`src/rtl/core/sparse_squared_distance_macros.svh`:
```
// assertion macros used by the sparse squared distance controller
// expects clk_i and rst_ni in the scope of the module that uses them
`ifndef SPARSE_SQUARED_DISTANCE_MACROS_SVH
`define SPARSE_SQUARED_DISTANCE_MACROS_SVH

// same-cycle implication, disabled during reset
`define SSD_ASSERT_IMP(lbl, ante, cons, msg) \
  lbl: assert property (@(posedge clk_i) disable iff (!rst_ni) (ante) |-> (cons)) \
    else $error(msg);

// next-cycle implication, disabled during reset
`define SSD_ASSERT_NXT(lbl, ante, cons, msg) \
  lbl: assert property (@(posedge clk_i) disable iff (!rst_ni) (ante) |=> (cons)) \
    else $error(msg);

`endif

```
`src/rtl/core/ssd_pkg.sv`:
```
// package for the sparse squared distance block: request and result types,
// command codes, controller to datapath command and status structs; no dependencies
`timescale 1ns / 1ps

package ssd_pkg;

  // default sizing
  localparam int unsigned MaxEntriesDef = 256;
  localparam int unsigned IndexBitsDef  = 24;

  // command codes of a request
  localparam logic [1:0] CMD_LOAD_A = 2'd0;
  localparam logic [1:0] CMD_B_ITEM = 2'd1;
  localparam logic [1:0] CMD_FINISH = 2'd2;

  // saturation limits
  localparam logic [62:0] DIST_MAX = {63{1'b1}};
  localparam logic signed [63:0] SUM_MAX = {1'b0, {63{1'b1}}};
  localparam logic signed [63:0] SUM_MIN = {1'b1, {63{1'b0}}};

  // one request
  typedef struct packed {
    logic [1:0]         cmd;
    logic [23:0]        feature_idx;
    logic signed [31:0] entry_value;
    logic [61:0]        sq_norm_a;
    logic [61:0]        sq_norm_b;
  } ssd_req_t;

  // one result
  typedef struct packed {
    logic [62:0] distance;
    logic        overflow;
  } ssd_rsp_t;

  // controller to datapath commands
  typedef struct packed {
    logic wr_en;      // store request entry at the write address
    logic rd_en;      // read the A buffer at the read address
    logic latch_b;    // capture the B entry
    logic latch_tot;  // capture the sum of both norms
    logic mul_en;     // register the product of A and B values
    logic acc_en;     // saturating add of the product into the sum
    logic diff_en;    // register total minus twice the sum
    logic out_en;     // register the clamped result and strobe it
    logic clear;      // clear sum and overflow flag
    logic set_ovf;    // A entry dropped
  } ssd_dp_cmd_t;

  // datapath to controller status
  typedef struct packed {
    logic idx_lt;     // buffered A index below the B index
    logic idx_eq;     // buffered A index equals the B index
  } ssd_dp_sts_t;

endpackage

```
`src/rtl/core/ssd_ctrl.sv`:
```
// controller of the sparse squared distance block: request decode, buffer
// count, merge pointer and sequencing; depends on ssd_pkg and the macro header
`timescale 1ns / 1ps

module ssd_ctrl #(
  parameter int unsigned MAX_ENTRIES = ssd_pkg::MaxEntriesDef,
  localparam int unsigned AW = (MAX_ENTRIES > 1) ? $clog2(MAX_ENTRIES) : 1,
  localparam int unsigned CW = $clog2(MAX_ENTRIES + 1)
) (
  input  logic                 clk_i,
  input  logic                 rst_ni,
  input  logic                 start_i,
  input  logic [1:0]           cmd_i,
  output logic                 busy_o,
  input  ssd_pkg::ssd_dp_sts_t sts_i,
  output ssd_pkg::ssd_dp_cmd_t dp_o,
  output logic [AW-1:0]        wr_addr_o,
  output logic [AW-1:0]        rd_addr_o
);
  import ssd_pkg::*;
  `include "sparse_squared_distance_macros.svh"

  localparam logic [2:0] ST_IDLE = 3'd0;
  localparam logic [2:0] ST_CMP  = 3'd1;
  localparam logic [2:0] ST_ACC  = 3'd2;
  localparam logic [2:0] ST_FIN  = 3'd3;
  localparam logic [2:0] ST_OUT  = 3'd4;

  logic [2:0]    state_q, state_d;
  logic [CW-1:0] cnt_q, cnt_d;
  logic [CW-1:0] ptr_q, ptr_d;
  logic [CW-1:0] ptr_inc;
  logic          rd_next;
  logic          accept;

  assign accept  = start_i && (state_q == ST_IDLE);
  assign busy_o  = state_q != ST_IDLE;
  assign ptr_inc = ptr_q + 1'b1;

  assign wr_addr_o = cnt_q[AW-1:0];
  assign rd_addr_o = rd_next ? ptr_inc[AW-1:0] : ptr_q[AW-1:0];

  // sequencing of load, merge and finish
  always_comb begin
    state_d = state_q;
    cnt_d   = cnt_q;
    ptr_d   = ptr_q;
    rd_next = 1'b0;
    dp_o    = '0;
    unique case (state_q)
      ST_IDLE: begin
        if (accept) begin
          priority if (cmd_i == CMD_LOAD_A) begin
            if (cnt_q < CW'(MAX_ENTRIES)) begin
              dp_o.wr_en = 1'b1;
              cnt_d      = cnt_q + 1'b1;
            end else begin
              dp_o.set_ovf = 1'b1;
            end
          end else if (cmd_i == CMD_B_ITEM) begin
            if (ptr_q < cnt_q) begin
              dp_o.rd_en   = 1'b1;
              dp_o.latch_b = 1'b1;
              state_d      = ST_CMP;
            end
          end else if (cmd_i == CMD_FINISH) begin
            dp_o.latch_tot = 1'b1;
            state_d        = ST_FIN;
          end else begin
            state_d = ST_IDLE;
          end
        end
      end
      ST_CMP: begin
        priority if (sts_i.idx_lt) begin
          // skip a smaller A index, fetch the next one
          ptr_d = ptr_inc;
          if (ptr_inc < cnt_q) begin
            rd_next    = 1'b1;
            dp_o.rd_en = 1'b1;
          end else begin
            state_d = ST_IDLE;
          end
        end else if (sts_i.idx_eq) begin
          dp_o.mul_en = 1'b1;
          ptr_d       = ptr_inc;
          state_d     = ST_ACC;
        end else begin
          state_d = ST_IDLE;
        end
      end
      ST_ACC: begin
        dp_o.acc_en = 1'b1;
        state_d     = ST_IDLE;
      end
      ST_FIN: begin
        dp_o.diff_en = 1'b1;
        state_d      = ST_OUT;
      end
      ST_OUT: begin
        dp_o.out_en = 1'b1;
        dp_o.clear  = 1'b1;
        cnt_d       = '0;
        ptr_d       = '0;
        state_d     = ST_IDLE;
      end
      default: begin
        state_d = ST_IDLE;
      end
    endcase
  end

  // state and counters
  always_ff @(posedge clk_i or negedge rst_ni) begin
    if (!rst_ni) begin
      state_q <= ST_IDLE;
      cnt_q   <= '0;
      ptr_q   <= '0;
    end else begin
      state_q <= state_d;
      cnt_q   <= cnt_d;
      ptr_q   <= ptr_d;
    end
  end

  `SSD_ASSERT_IMP(ptr_within_count_a, 1'b1, ptr_q <= cnt_q, "merge pointer passed the count")
  `SSD_ASSERT_IMP(cnt_within_depth_a, 1'b1, cnt_q <= CW'(MAX_ENTRIES), "count above depth")
  `SSD_ASSERT_IMP(cmp_loaded_entry_a, state_q == ST_CMP, ptr_q < cnt_q, "compare on empty slot")
  `SSD_ASSERT_NXT(finish_clears_a, state_q == ST_OUT, (cnt_q == '0) && (ptr_q == '0), "no clear")
  `SSD_ASSERT_NXT(load_one_cycle_a, accept && (cmd_i == CMD_LOAD_A), state_q == ST_IDLE, "load busy")

endmodule

```
`config.mk`:
```
export PLATFORM = sky130hd
export DESIGN_NAME = ssd_ctrl
export DESIGN_NICKNAME = d
export VERILOG_FILES = /design/src/rtl/core/ssd_pkg.sv /design/src/rtl/core/ssd_ctrl.sv
export VERILOG_INCLUDE_DIRS = /design/src /design/src/rtl/core
export SDC_FILE = /design/constraint.sdc
export NUM_CORES = 1
export LEC_CHECK = 0
export BUFFER_PORTS_ARGS = -buffer_cell sky130_fd_sc_hd__buf_2
export CAP_MARGIN = 40
export CORE_ASPECT_RATIO = 0.75
export CORE_MARGIN = 5
export CORE_UTILIZATION = 40
export CTS_CLUSTER_SIZE = 8
export DETAILED_ROUTE_END_ITERATION = 12
export GPL_TIMING_DRIVEN = 0
export SLEW_MARGIN = 25
export SYNTH_ARGS = -nofsm -noshare
export SYNTH_HDL_FRONTEND = slang
export SYNTH_SLANG_ARGS = --single-unit
```
`constraint.sdc`:
```
create_clock -name clk_i -period 5.3 [get_ports clk_i]
set_input_delay 0.795 -clock clk_i [delete_from_list [all_inputs] [get_ports clk_i]]
set_output_delay 0.795 -clock clk_i [all_outputs]
set_load 0.02 [all_outputs]
```
==> impl_metrics.env, run 1 <==
export IMPL_status="finished clean"
export IMPL_synth_simple_area_share_pct=25.3
export IMPL_netlist_area_leader_share_pct=28.3
export IMPL_post_route_util_pct=47.9
export IMPL_grt_pass1_wl_mm=7.04
export IMPL_fin_skew_ps=7.76
export IMPL_antenna_found_initial=0
export IMPL_coreArea_mm2=0.00447
export IMPL_root_buffer="clkbuf_8"
export IMPL_cts_htree_levels=1
export IMPL_hold_buffers=0
export IMPL_critical_path_class="reg2out"
export IMPL_ys_types=44
export IMPL_cts_tree="done"
export IMPL_yosysSeqAreaShare_pct=28.3
export IMPL_place_congestion=0.755
export IMPL_drtPass1Iterations=4
export IMPL_first_iter_violations=48
export IMPL_cp_start_kind="flip-flop"
export IMPL_wire_per_inst_um=13.7
export IMPL_worst_skew_pair_late_latency_ps=270
export IMPL_setup_viol=0
export IMPL_yosys_area_share_adder_pct=14.8
export IMPL_tightest_slew_ps=512
export IMPL_drtAntennaViolNets=0
export IMPL_power_leakage_uw=0.00117
export IMPL_final_nets=269
export IMPL_num_vias=1501
export IMPL_ios=34
export IMPL_postSynthCellCount=202
export IMPL_synth_top_family_by_area="simple AND/OR/NAND/NOR gates"
export IMPL_hold_viol=0
export IMPL_synth_warnings=0
export IMPL_post_cts_setup_buffer_count=0
export IMPL_syn_area_per_cell_um2=9.19
export IMPL_grt_max_degree=22
export IMPL_end_kind="output pin"
export IMPL_hold_class="in2async"
export IMPL_critPathRequiredTime_ps=4510
export IMPL_crit_path_max_fanout=7
export IMPL_synth_main_ff_cell="dfrtp_1"
export IMPL_clockBufferDepth=2
export IMPL_maxCapViolCount=0
export IMPL_avgViaCountPerCell=5.07
export IMPL_fin_crit_ps=4180
export IMPL_clock_sinks=21
export IMPL_die_area_mm2=0.00612
export IMPL_port_buffers=33
export IMPL_synth_edff_count=0
export IMPL_synth_mux_area_fraction_pct=3.23
export IMPL_drive_gt1_share_pct=27.6
export IMPL_numCtsBuffers=3
export IMPL_syn_num_nets=231
export IMPL_hpwlAfterDp_mm=3.20
export IMPL_crit_arrival_ps=3390
export IMPL_overflow=0
export IMPL_die_x_um=88.7
export IMPL_cts_resized_gates=0
export IMPL_synth_area_mm2=0.00186
export IMPL_powerDensity_mw_per_mm2=420
export IMPL_ir_drop_v=0.000219
export IMPL_die_y_um=69.0
export IMPL_path_clk_slew_ps=90
export IMPL_grt_usage_pct=14.3
export IMPL_synth_async_sr_flop_share_pct=100
export IMPL_yosys_area_top_type="dfrtp_1"
export IMPL_finalMaxSlewViolations=0
export IMPL_area_growth_pct=15.2
export IMPL_grt_pass1_vias=1445
export IMPL_rows=21
export IMPL_ys_ff_latch=21
export IMPL_synth_xor_area_share_pct=10.2
export IMPL_drc=0
export IMPL_antenna_cells=0
export IMPL_fin_tns_setup_ps=0
export IMPL_synthTopCellsByArea="dfrtp_1 (28%), ha_1 (15%), xnor2_1 (4.7%)"
export IMPL_drt_total_wl_mm=4.05
export IMPL_rsz0062_at_grt="no"
export IMPL_synth_compound_area_share_pct=9.64
export IMPL_fmax_mhz=239
export IMPL_relSlewSlack_pct=65.8
export IMPL_fin_crit_sh_pct=79.0
export IMPL_start_util_pct=41.6
[worst paths after layout]
kind	cells after the start	end	slack, ps	startpoint
max in group asynchronous	1	ptr_q[8]$_DFFE_PN0P_	4460	rst_ni
min in group clk_i	3	cnt_q[0]$_DFFE_PN0P_	590	cnt_q[8]$_DFFE_PN0P_
worst min-delay path	1	state_q[0]$_DFFE_PN0P_	490	rst_ni
worst min register to register	3	cnt_q[0]$_DFFE_PN0P_	590	cnt_q[8]$_DFFE_PN0P_
worst max register to register	12	state_q[0]$_DFFE_PN0P_	2350	ptr_q[0]$_DFFE_PN0P_
worst max-delay path	12	rd_addr_o[1]	1120	ptr_q[0]$_DFFE_PN0P_
[metal layers]
layer | share of wire (%) | global-route usage (%) | up-vias
met5 | 0 | 0 | -
li1 | - | - | 767
met4 | 0.47 | 2.01 | 0
met3 | 7.1 | 3.45 | 2
met2 | 41 | 21.1 | 37
met1 | 51 | 21.6 | 695
[Yosys cell counts, drive strengths merged (2+ instances only)]
library cell,n
nand4,7
nor3b,4
xor2,9
o31ai,2
xnor2,11
nand3,9
nand2,8
mux2,5
and4,5
dfrtp,21
o21ai,13
and2,7
nor2,18
a21oi,4
and3b,2
buf,12
nand2b,2
inv,18
and3,11
ha,22
[logic make-up (layout without fill, tap and decap cells)]
| kind of cell | Yosys count | count (layout) |
|---|---|---|
| buf+inv | 30 | 67 |
| mux | 5 | 5 |
| fa+ha+maj | 22 | 22 |
| simple gates | 77 | 77 |
| xor+xnor | 20 | 20 |
| flops | 21 | 21 |
| compound gates | 27 | 27 |
[metrics by stage]
| step | instance area (um^2) | setup slack (ps) | power, uW | hold slack [ps] | cells |
|---|---|---|---|---|---|
| after floorplan | 1860 | 1770 | 658 | 499 | 202 |
| after global placement | 2090 | 1400 | 788 | 579 | 292 |
| after detailed placement | 2090 | 1400 | 795 | 582 | 292 |
| after CTS | 2140 | 1090 | 908 | 503 | 296 |
| after global routing | 2140 | 874 | 991 | 522 | 296 |
| final | 2140 | 1120 | 899 | 490 | 296 |
[critical path: stages (launching register included)]
cell	delay, ps
dfrtp_1	470
ha_1	300
and3_1	240
and3_1	190
buf_6	130
xor2_1	140
ha_1	300
a21oi_1	140
nor2b_1	60
o21ai_1	390
and3_4	310
mux2_4	300
buf_2	160
[state kept, by name, summed over array words and instances (netlist names)]
name     count
state_q      3
cnt_q        9
ptr_q        9
[area by class of cell]
class	instances	area (um^2)
buffer	12	88.8
clock buffer	3	41.3
clock inverter	1	5.00
fill	444	2330
inverter	18	67.6
multi-input combinational	151	1170
sequential	21	526
tap	57	71.3
timing repair buffer	33	165
[where the power goes]
part | internal, uW | switching [uW]
registers | 211 | 70.3
logic | 225 | 282
clock network | 52.5 | 57.6
total | 489 | 410
[cell usage in the layout, fill, tap and decap left out, types with 2 or more instances in the layout]
cell type  Yosys  final
o21ai_1       10     10
clkbuf_8       0      3
buf_4          9      9
a21oi_1        4      4
mux2_1         3      3
nand3_2        2      2
and3_4         4      4
dfrtp_1       21     21
nand2b_1       2      2
o21ai_0        3      3
xnor2_1       10     10
nor3b_1        3      3
ha_1          22     22
nor2_1        18     18
and4_1         4      4
inv_1         16     16
xor2_1         8      8
and2_1         7      7
nand4_1        7      7
buf_2          2     35
nand2_1        8      8
nand3_1        7      7
and3b_1        2      2
o31ai_1        2      2
inv_2          2      2
and3_1         7      7
Note: power is estimated with default switching activity, not from simulation.
==> inputs of run 2 (changes only) <==
==> constraint.sdc (replaced) <==
create_clock -name clk_i -period 4 [get_ports clk_i]
set_input_delay 0.6 -clock clk_i [delete_from_list [all_inputs] [get_ports clk_i]]
set_output_delay 0.6 -clock clk_i [all_outputs]
set_load 0.02 [all_outputs]
==> impl_metrics.env, run 2 (synthesis results as in run 1) <==
export IMPL_first_iter_violations=45
export IMPL_path_clk_slew_ps=90
export IMPL_drt_total_wl_mm=4.07
export IMPL_placed_area_mm2=0.00209
export IMPL_dpl_cell_count=292
export IMPL_fin_crit_sh_pct=94.6
export IMPL_critical_path_slowest_cell="dfrtp_2"
export IMPL_total_power_uw=1230
export IMPL_tightest_slew_ps=506
export IMPL_antenna_cells=0
export IMPL_fin_tns_setup_ps=0
export IMPL_grt_usage_pct=14.4
export IMPL_num_vias=1509
export IMPL_coreArea_mm2=0.00447
export IMPL_area_growth_pct=17.0
export IMPL_wire_per_inst_um=13.7
export IMPL_hold_class="in2async"
export IMPL_rows=21
export IMPL_fmax_mhz=264
export IMPL_cts_tree="done"
export IMPL_port_buffers=33
export IMPL_hold_viol=0
export IMPL_critical_path_class="reg2out"
export IMPL_cts_htree_levels=1
export IMPL_grt_max_degree=22
export IMPL_hpwlAfterDp_mm=3.20
export IMPL_multiInputGateArea_mm2=0.00119
export IMPL_final_cell_mix="buf_2 (35), ha_1 (21), dfrtp_1 (19)"
export IMPL_fillers=442
export IMPL_final_nets=271
export IMPL_worst_skew_pair_late_latency_ps=270
export IMPL_place_congestion=0.755
export IMPL_finalMaxSlewViolations=0
export IMPL_overflow=0
export IMPL_grt_pass1_vias=1460
export IMPL_crit_path_max_fanout=7
export IMPL_ir_drop_v=0.000294
export IMPL_root_buffer="clkbuf_8"
export IMPL_end_kind="output pin"
export IMPL_rsz0062_at_grt="no"
export IMPL_crit_path_cell_trace="ha_4, and3_1, and3_1, buf_6, nand3_2, xnor2_2, ha_1, and4_4, nand3_2, o211a_4, and3_4, mux2_4, buf_2"
export IMPL_critical_path_buf_inv_count=2
export IMPL_fin_skew_ps=7.85
export IMPL_die_y_um=69.0
export IMPL_maxCapViolCount=0
export IMPL_setup_viol=0
export IMPL_hold_buffers=0
export IMPL_relSlewSlack_pct=66.3
export IMPL_layout_commonest_cell="buf_2"
export IMPL_top_regs="cnt_q: 9 flops, ptr_q: 9 flops, state_q: 3 flops"
export IMPL_cp_start_kind="flip-flop"
export IMPL_ff_latch_area_um2=528
export IMPL_fin_crit_ps=3790
export IMPL_grt_pass1_wl_mm=7.10
export IMPL_critPathRequiredTime_ps=3400
export IMPL_design_area_mm2=0.00217
export IMPL_clockBufferDepth=2
export IMPL_antenna_found_initial=0
export IMPL_stdcell_count=298
export IMPL_drtAntennaViolNets=0
export IMPL_drtPass1Iterations=4
export IMPL_cp_top_family="simple AND/OR/NAND/NOR gates"
export IMPL_critPathMaxStageDelay_ps=430
export IMPL_drive_gt1_share_pct=29.9
export IMPL_avgViaCountPerCell=5.06
export IMPL_ios=34
export IMPL_numCtsBuffers=3
export IMPL_power_leakage_uw=0.00117
export IMPL_powerDensity_mw_per_mm2=564
export IMPL_status="finished clean"
export IMPL_drc=0
export IMPL_start_util_pct=41.6
export IMPL_die_area_mm2=0.00612
export IMPL_crit_arrival_ps=3190
export IMPL_clock_sinks=21
export IMPL_die_x_um=88.7
export IMPL_holdWs_ps=292
run 2: path summary, 6_finish.rpt:
check	end	cells past startpoint	startpoint	slack (ps)
setup reg to reg	state_q[0]$_DFFE_PN0P_	12	ptr_q[1]$_DFFE_PN0P_	1220
hold / removal	state_q[0]$_DFFE_PN0P_	1	rst_ni	290
hold reg to reg	ptr_q[0]$_DFFE_PN0P_	1	ptr_q[0]$_DFFE_PN0P_	540
max in group asynchronous	ptr_q[1]$_DFFE_PN0P_	1	rst_ni	3340
setup / recovery	rd_addr_o[1]	13	ptr_q[1]$_DFFE_PN0P_	210
min in group clk_i	ptr_q[0]$_DFFE_PN0P_	1	ptr_q[0]$_DFFE_PN0P_	540
run 2: through the flow:
stage,utilization (%),setup WS [ps]
2_1_floorplan,-,664
3_3_place_gp,46.9,298
3_5_place_dp,46.9,298
4_1_cts,48.0,58.3
5_1_grt,48.7,16.2
6_report,48.7,215
run 2: final cells by class:
class                      instances  area share (%)
buffer                            12            4.09
timing repair buffer              35            8.29
inverter                          18            3.11
multi-input combinational        151            54.8
sequential                        21            24.3
tap                               57            3.28
clock buffer                       3            1.90
clock inverter                     1           0.230
run 2: where the power goes:
group / internal (uW) / leakage (uW) / switching (uW) / total, uW
clock network: 69.6 / 0.0000255 / 76.3 / 146
registers: 282 / 0.000268 / 93.9 / 376
logic: 320 / 0.000882 / 384 / 704
run 2: repair_timing:
item	in CTS	in global routing
buffers inserted	0	2
pin swaps	0	0
endpoints found under the setup margin	1	6
resized for setup	2	3
run 2: routing by layer:
layer,vias to the layer above,global-route usage (%),wire length [um]
li1,772,-,-
met1,704,21.6,2110
met2,31,21.3,1700
met3,2,3.45,247
met4,0,2.01,19
met5,-,0,0
